--- src/hw/rtl/ffvd_queue.sv ---
// ----------------------------------------------------------------------------
// ffvd_queue
// Four-entry command queue between the front and back parts.
// ----------------------------------------------------------------------------
module ffvd_queue #(
  parameter int WIDTH = 8
) (
  input  logic             clk,
  input  logic             rst,
  input  logic             push_valid,
  output logic             push_ready,
  input  logic [WIDTH-1:0] push_data,
  output logic             pop_valid,
  input  logic             pop_ready,
  output logic [WIDTH-1:0] pop_data
);

  logic [WIDTH-1:0] entries [4];
  logic [1:0]       wr_ptr;
  logic [1:0]       rd_ptr;
  logic [2:0]       fill;
  logic             do_push;
  logic             do_pop;

  assign push_ready = (fill != 3'd4);
  assign pop_valid  = (fill != 3'd0);
  assign pop_data   = entries[rd_ptr];
  assign do_push    = push_valid && push_ready;
  assign do_pop     = pop_valid && pop_ready;

  always_ff @(posedge clk) begin
    if (do_push) begin
      entries[wr_ptr] <= push_data;
    end
    if (rst) begin
      wr_ptr <= '0;
      rd_ptr <= '0;
      fill   <= '0;
    end else begin
      if (do_push) wr_ptr <= wr_ptr + 2'd1;
      if (do_pop)  rd_ptr <= rd_ptr + 2'd1;
      if (do_push && !do_pop) begin
        fill <= fill + 3'd1;
      end else if (do_pop && !do_push) begin
        fill <= fill - 3'd1;
      end
    end
  end

endmodule

--- config.mk ---
export PLATFORM = sky130hd
export DESIGN_NAME = ffvd_queue
export DESIGN_NICKNAME = d
export VERILOG_FILES = /design/src/hw/rtl/ffvd_queue.sv
export SDC_FILE = /design/constraint.sdc
export NUM_CORES = 1
export LEC_CHECK = 0
export ABC_CLOCK_PERIOD_IN_PS = 2750
export BUFFER_PORTS_ARGS = -buffer_cell sky130_fd_sc_hd__buf_2
export CAP_MARGIN = 0
export CORE_MARGIN = 1
export CORE_UTILIZATION = 32
export DETAILED_ROUTE_END_ITERATION = 7
export PLACE_DENSITY_LB_ADDON = 0.15
export REMOVE_ABC_BUFFERS = 1
export SYNTH_ARGS = -nofsm -noshare
export SYNTH_HDL_FRONTEND = slang
export SYNTH_SLANG_ARGS = --single-unit
--- constraint.sdc ---
create_clock -name clk -period 2.75 [get_ports clk]
set_clock_uncertainty 0.1 [all_clocks]
set_input_delay 0 -clock clk [delete_from_list [all_inputs] [get_ports clk]]
set_output_delay 0 -clock clk [all_outputs]
set_load 0.05 [all_outputs]
==> impl_metrics.sql, run 1 <==
INSERT INTO impl_metrics (metric_group, metric, value, unit) VALUES
('grt', 'grt_first_pass_wirelength', '4450', 'um'),
('detailed_routing', 'drt-pass1-iter-count', '4', ''),
('critical_path', 'path_cells', 'nor2_2, a21boi_4, ha_1, inv_1, fa_1, xor2_1, or3_1, a21oi_1', ''),
('critical_path', 'critPathCapture', 'fill[2]$_SDFFE_PP0P_', ''),
('sta', 'worst_pin_slew', '0.5718', 'ns'),
('final_layout', 'drive_above_1_share', '30.95', '%'),
('critical_path', 'crit_required', '2.87', 'ns'),
('grt', 'grt_util_all_layers', '11.92', '%'),
('sta', 'finalWorstPathRequiredPeriod', '2.220', 'ns'),
('synth', 'postSynthAreaPerCell', '18.20', 'sq um'),
('placed_design', 'number_of_i_o_port_buffers', '21', ''),
('sta', 'fmax', '450.5', 'MHz'),
('pwr', 'vdd.ir_drop.worst', '0.2918', 'mV'),
('synth', 'yosys.area_share.xor_xnor', '2.139', '%'),
('final_layout', 'area_overhead_of_the_layout_relative_to_synthesis', '21.62', '%'),
('critical_path', 'timing_worst_setup_path_type', 'reg -> reg', ''),
('synth', 'synth_compound_area_share', '3.056', '%'),
('pwr', 'share_seq_of_total_power', '46.0', '%'),
('critical_path', 'r2r_setup_slack', '0.53', 'ns'),
('pwr', 'leakage', '0.7166', 'nW'),
('sta', 'maxSlewHeadroom', '61.83', '%'),
('clock_network', 'cts_num_sinks', '41', ''),
('clock_network', 'cts-root-buf', 'sky130_fd_sc_hd__clkbuf_8', ''),
('clock_network', 'cts-resized-gates', '0', ''),
('detailed_routing', 'num_vias', '840', ''),
('synth', 'arithmetic_cell_share_of_the_synthesized_area_counting_full_adders_half_adders_and_majority_gates', '5.042', '%'),
('flow_run', 'max_cap_viol_count', '0', ''),
('synth', 'synth-simple-area-share', '5.348', '%'),
('floorplanning', 'die_h', '73.54', 'um'),
('clock_network', 'cts.htree.levels', '2', ''),
('detailed_routing', 'detailed_route_iter0_violations', '32', ''),
('final_layout', 'nets', '143', ''),
('floorplanning', 'design.die.area', '5408', 'sq um'),
('critical_path', 'reg_to_reg_critical_path_endpoint', 'fill[2]$_SDFFE_PP0P_', ''),
('sta', 'final_min_period_over_clock_period', '80.72', '%'),
('clock_network', 'cts_hold_buf', '10', ''),
('synth', 'number_of_warnings_issued_by_yosys', '0', ''),
('grt', 'antenna_found_initial', '0', ''),
('synth', 'ys_types', '23', ''),
('synth', 'synth.ff_latch_count', '41', ''),
('critical_path', 'worst-path-buf-inv', '1', ''),
('pwr', 'pwr-share-clk', '19.5', '%'),
('clock_network', 'clock_latency', '0.29', 'ns'),
('synth', 'syn-cell-area', '1638', 'sq um'),
('pwr', 'powerDensity', '935.6', 'nW/um^2'),
('clock_network', 'cts_setup_buffers', '0', ''),
('floorplanning', 'coreArea', '4817', 'sq um'),
('pwr', 'design_power_total', '0.001864', 'W'),
('synth', 'yosys-top-cells-area', 'sky130_fd_sc_hd__edfxtp_1 (59%), sky130_fd_sc_hd__dfxtp_1 (11%), sky130_fd_sc_hd__mux4_2 (11%), sky130_fd_sc_hd__ha_1 (3.8%), sky130_fd_sc_hd__xor2_1 (2.1%)', ''),
('floorplanning', 'chipWidth', '73.54', 'um'),
('critical_path', 'cp-startpoint', 'fill[0]$_SDFFE_PP0P_', ''),
('synth', 'synth_seq_area_share', '69.67', '%'),
('outcome', 'run_status', 'finished clean', ''),
('sta', 'totalNegativeSetupSlack', '0', 'ns'),
('synth', 'yosys-mux-area-fraction', '13.14', '%'),
('sta', 'hold-worst-slack', '0.02745', 'ns'),
('detailed_routing', 'routed_wl', '2724', 'um'),
('floorplanning', 'boundaryPins', '22', ''),
('detailed_routing', 'route.detailed.drc', '0', ''),
('floorplanning', 'floorplan.initialDensity', '34.00', '%'),
('hold_path', 'hold_class', 'in -> reg', ''),
('grt', 'grt_max_degree', '13', ''),
('clock_network', 'clockBufferDepth', '2', ''),
('sta', 'final_setup_violation_count', '0', ''),
('placed_design', 'finalWeightedCongestion', '0.7054', ''),
('clock_network', 'cts_tree', 'yes', ''),
('synth', 'post_synth_inst_count', '90', ''),
('critical_path', 'reg2reg_depth', '8', ''),
('pwr', 'combPwrFrac', '34.6', '%'),
('critical_path', 'critical_path_arrival', '2.34', 'ns'),
('sta', 'timing.final.hold_violations', '0', '');
==> per-layer routing <==
layer	vias to the layer above	GRT usage, %	routed length (um)
met3	8	3.429	94
li1	407	-	-
met1	411	14.73	1254
met4	0	6.624	67
met2	14	18.76	1307
met5	-	0	0
==> worst min path at each step <==
stage	start	cells past startpoint	endpoint	slack, ns
2_1_floorplan	rst	1	fill[2]$_SDFFE_PP0P_	-0.03
3_3_place_gp	push_data[0]	1	entries[1][0]$_DFFE_PP_	0.11
3_5_place_dp	push_data[0]	1	entries[3][0]$_DFFE_PP_	0.12
4_1_cts	push_valid	3	wr_ptr[1]$_SDFFE_PP0P_	0.02
5_1_grt	push_valid	3	wr_ptr[1]$_SDFFE_PP0P_	0.02
6_report	push_valid	3	wr_ptr[1]$_SDFFE_PP0P_	0.03
==> cell type report <==
cell class,count,area [sq um]
Clock inverter,1,3.754
Clock buffer,7,76.32
Fill cell,462,2825
Tap cell,67,83.83
Timing Repair Buffer,31,205.2
Multi-Input combinational cell,43,470.5
Inverter,3,11.26
Sequential cell,41,1141
==> Yosys cell counts <==
cell                       number
sky130_fd_sc_hd__and2_1         4
sky130_fd_sc_hd__edfxtp_1      32
sky130_fd_sc_hd__or3_1          1
sky130_fd_sc_hd__o311ai_1       1
sky130_fd_sc_hd__mux2i_1        2
sky130_fd_sc_hd__nor2_1         7
sky130_fd_sc_hd__a21oi_1        1
sky130_fd_sc_hd__o21ai_0        1
sky130_fd_sc_hd__xor2_1         4
sky130_fd_sc_hd__dfxtp_1        9
sky130_fd_sc_hd__a21boi_4       1
sky130_fd_sc_hd__o31ai_2        1
sky130_fd_sc_hd__buf_4          1
sky130_fd_sc_hd__nor2_2         1
sky130_fd_sc_hd__mux2_4         1
sky130_fd_sc_hd__mux4_2         8
sky130_fd_sc_hd__or3_2          1
sky130_fd_sc_hd__nand2_1        1
sky130_fd_sc_hd__ha_1           5
sky130_fd_sc_hd__fa_1           1
sky130_fd_sc_hd__clkbuf_1       2
sky130_fd_sc_hd__nand2b_1       2
sky130_fd_sc_hd__inv_1          3
==> power groups by stage <==
stage / Clock (W) / Combinational, W / Sequential (W)
after floorplan: 0 / 0.000519 / 0.000846
after global placement: 0 / 0.000635 / 0.000870
after detailed placement: 0 / 0.000644 / 0.000876
after CTS: 0.000379 / 0.000656 / 0.000863
after global routing: 0.000401 / 0.000690 / 0.000878
final: 0.000363 / 0.000644 / 0.000857
==> stage by stage <==
step	instances	setup WS [ns]	utilization (%)	area, sq um
finish	193	0.5302	41.35	1992
global route	193	0.4027	41.35	1992
CTS	193	0.4869	41.35	1992
detailed placement	175	0.4836	37.61	1812
global placement	175	0.5821	37.61	1812
floorplan	87	0.6607	-	1623
==> worst min-delay path, cell delays in order <==
cell,delay (ns)
sky130_fd_sc_hd__buf_2,0.10
sky130_fd_sc_hd__a21boi_4,0.15
sky130_fd_sc_hd__mux2i_1,0.11
==> placed cells by master, fill, tap and decap left out, drive strengths merged, types with 4 or more instances in the layout <==
| cell | n |
|---|---|
| dlygate4sd3 | 10 |
| buf | 21 |
| nor2 | 8 |
| xor2 | 4 |
| ha | 5 |
| and2 | 4 |
| clkbuf | 7 |
| mux4 | 8 |
| edfxtp | 32 |
| dfxtp | 9 |
==> sequential cells by signal (all words and copies together) (netlist names), named ones only <==
| signal | count |
|---|---|
| entries | 32 |
| rd_ptr | 2 |
| wr_ptr | 2 |
| fill | 3 |
==> logic make-up (layout without fill, tap and decap cells) <==
logic type	Yosys count	count (layout)
flops	41	41
simple gates	17	17
mux	11	11
fa+ha+maj	6	6
buf+inv	6	42
compound gates	5	5
xor+xnor	4	4
Power figures use the tool's default switching activity.
==> run 2: changes to the inputs <==
--- a/config.mk
+++ b/config.mk
@@ -5,7 +5,7 @@
 export SDC_FILE = /design/constraint.sdc
 export NUM_CORES = 1
 export LEC_CHECK = 0
-export ABC_CLOCK_PERIOD_IN_PS = 2750
+export ABC_CLOCK_PERIOD_IN_PS = 2100
 export BUFFER_PORTS_ARGS = -buffer_cell sky130_fd_sc_hd__buf_2
 export CAP_MARGIN = 0
 export CORE_MARGIN = 1
==> constraint.sdc (replaced) <==
create_clock -name clk -period 2.1 [get_ports clk]
set_clock_uncertainty 0.1 [all_clocks]
set_input_delay 0 -clock clk [delete_from_list [all_inputs] [get_ports clk]]
set_output_delay 0 -clock clk [all_outputs]
set_load 0.05 [all_outputs]
==> impl_metrics.sql, run 2 (synthesized netlist as in run 1, its figures left out) <==
INSERT INTO impl_metrics (metric_group, metric, value, unit) VALUES
('placed_design', 'finalWeightedCongestion', '0.7620', ''),
('final_layout', 'largest_register', 'entries', ''),
('flow_run', 'max_cap_viol_count', '0', ''),
('critical_path', 'critical_path_peak_fanout', '3', ''),
('final_layout', 'drive_above_1_share', '38.17', '%'),
('sta', 'final_setup_violation_count', '0', ''),
('placed_design', 'number_of_i_o_port_buffers', '21', ''),
('detailed_routing', 'detailed_route_iter0_violations', '41', ''),
('floorplanning', 'num_rows', '25', ''),
('critical_path', 'type_of_origin_of_the_critical_path', 'register', ''),
('sta', 'finalWorstPathRequiredPeriod', '2.011', 'ns'),
('detailed_routing', 'ant_nets', '0', ''),
('critical_path', 'timing_worst_setup_path_type', 'reg -> reg', ''),
('clock_network', 'clockBufferDepth', '2', ''),
('final_layout', 'commonest_non_fill_non_tap_cells_in_the_layout', 'sky130_fd_sc_hd__edfxtp_1 (32), sky130_fd_sc_hd__buf_2 (21), sky130_fd_sc_hd__dlygate4sd3_1 (9)', ''),
('clock_network', 'clk_pin_slew_worst_paths', '0.07', 'ns'),
('pwr', 'leakage', '0.7460', 'nW'),
('grt', 'grt_util_all_layers', '11.61', '%'),
('clock_network', 'clock_latency', '0.29', 'ns'),
('floorplanning', 'die_h', '73.54', 'um'),
('sta', 'hold-worst-slack', '0.05533', 'ns'),
('pwr', 'vdd.ir_drop.worst', '0.4092', 'mV'),
('detailed_routing', 'drt-pass1-iter-count', '4', ''),
('final_layout', 'num_antenna_cells', '0', ''),
('floorplanning', 'design.die.area', '5408', 'sq um'),
('grt', 'grt_max_degree', '13', ''),
('hold_path', 'hold_class', 'in -> reg', ''),
('sta', 'fmax', '497.2', 'MHz'),
('pwr', 'powerDensity', '1239', 'nW/um^2'),
('detailed_routing', 'num_vias', '854', ''),
('final_layout', 'reg_top3', 'entries x32, fill x3', ''),
('floorplanning', 'coreArea', '4817', 'sq um'),
('final_layout', 'area_overhead_of_the_layout_relative_to_synthesis', '24.75', '%'),
('sta', 'worst_pin_slew', '0.4583', 'ns'),
('critical_path', 'critical_path_arrival', '2.13', 'ns'),
('placed_design', 'detailedPlacementHpwl', '1896', 'um'),
('critical_path', 'worstSetupEndpointType', 'register', ''),
('clock_network', 'cts.htree.levels', '2', ''),
('detailed_routing', 'met2_length', '1420', 'um'),
('detailed_routing', 'wl_per_cell', '14.00', 'um'),
('grt', 'antenna_found_initial', '0', ''),
('sta', 'setup_repair_after_global_routing_missed_its_margin', 'false', ''),
('grt', 'via_count_of_the_first_global_routing_pass', '888', ''),
('clock_network', 'tritoncts.num_buffers', '5', ''),
('final_layout', 'stdcell_area', '2043', 'sq um'),
('detailed_routing', 'top_layer', 'met4', ''),
('clock_network', 'cts_setup_buffers', '0', ''),
('detailed_routing', 'average_via_count_per_standard_cell', '4.313', ''),
('final_layout', 'layout.cells.most_common', 'sky130_fd_sc_hd__edfxtp_1', ''),
('detailed_routing', 'dr_wl_met3', '94', 'um'),
('sta', 'totalNegativeSetupSlack', '0', 'ns'),
('final_layout', 'largest_reg_flops', '32', ''),
('clock_network', 'cts_tree', 'yes', ''),
('floorplanning', 'chipWidth', '73.54', 'um'),
('critical_path', 'crit_required', '2.22', 'ns'),
('grt', 'grt_first_pass_wirelength', '4319', 'um'),
('sta', 'report.final.slew_viol_count', '0', ''),
('detailed_routing', 'routed_wl', '2772', 'um'),
('detailed_routing', 'detail_route.wirelength.met1', '1192', 'um'),
('sta', 'final_min_period_over_clock_period', '95.77', '%'),
('floorplanning', 'floorplan.initialDensity', '34.00', '%'),
('outcome', 'run_status', 'finished clean', ''),
('placed_design', 'placed_cell_area', '1857', 'sq um'),
('detailed_routing', 'route.detailed.drc', '0', ''),
('floorplanning', 'boundaryPins', '22', ''),
('clock_network', 'cts_num_sinks', '41', ''),
('sta', 'timing.final.hold_violations', '0', ''),
('sta', 'maxSlewHeadroom', '69.44', '%'),
('final_layout', 'nets', '148', ''),
('grt', 'grt_overflow_total', '0', ''),
('clock_network', 'cts-root-buf', 'sky130_fd_sc_hd__clkbuf_8', '');
-- run 2: cell count changes in the layout (fill, tap and decap cells not counted), sizes merged --
cell / change
buf: +6
dlygate4sd3: -1
-- run 2: path summary, 6_finish.rpt --
kind / start / cells after the start / endpoint / slack (ns)
max: fill[1]$_SDFFE_PP0P_ / 7 / fill[2]$_SDFFE_PP0P_ / 0.09
max reg2reg: fill[1]$_SDFFE_PP0P_ / 7 / fill[2]$_SDFFE_PP0P_ / 0.09
min reg2reg: wr_ptr[1]$_SDFFE_PP0P_ / 2 / wr_ptr[1]$_SDFFE_PP0P_ / 0.42
min: pop_ready / 4 / register / 0.06
-- run 2: worst max-delay path, stage by stage (launching register included) --
cell	delay [ns]
sky130_fd_sc_hd__dfxtp_2	0.34
sky130_fd_sc_hd__o31ai_4	0.26
sky130_fd_sc_hd__ha_2	0.23
sky130_fd_sc_hd__inv_1	0.05
sky130_fd_sc_hd__fa_1	0.36
sky130_fd_sc_hd__xor2_1	0.16
sky130_fd_sc_hd__or3_1	0.30
sky130_fd_sc_hd__a21oi_1	0.14
-- run 2: area by class of cell --
| type | instances | area, sq um |
|---|---|---|
| Fill cell | 461 | 2774 |
| Multi-Input combinational cell | 43 | 481.7 |
| Sequential cell | 41 | 1145 |
| Inverter | 3 | 11.26 |
| Timing Repair Buffer | 36 | 240.2 |
| Tap cell | 67 | 83.83 |
| Clock buffer | 7 | 76.32 |
| Clock inverter | 1 | 5.005 |
-- run 2: repair_timing --
item                       4_1_cts  5_1_grt
hold buffers                     9        0
hold endpoints to repair        39        0
setup endpoints to repair        0        1
gates resized for setup          0        5
-- run 2: per-layer routing --
layer	GRT usage [%]	vias up
met3	3.018	7
li1	-	417
met4	7.051	0
met5	0	-
met1	13.44	415
met2	19.27	15
-- run 2: stage by stage --
| step | total power (W) | cells | setup slack [ns] | util, % |
|---|---|---|---|---|
| final | 0.002532 | 198 | 0.08873 | 42.42 |
| after global routing | 0.002663 | 198 | 0.01618 | 42.42 |
| after CTS | 0.002549 | 198 | 0.01400 | 42.10 |
| after detailed placement | 0.002049 | 181 | 0.03110 | 38.55 |
| after global placement | 0.002027 | 181 | 0.1338 | 38.55 |
| after floorplan | 0.001787 | 87 | 0.01072 | - |
-- run 2: power breakdown --
group,switching (W),internal (W),total [W]
clock,0.000255,0.000233,0.000488
sequential,0.0000794,0.00100,0.00108
combinational,0.000598,0.000365,0.000962
total,0.000931,0.00160,0.00253
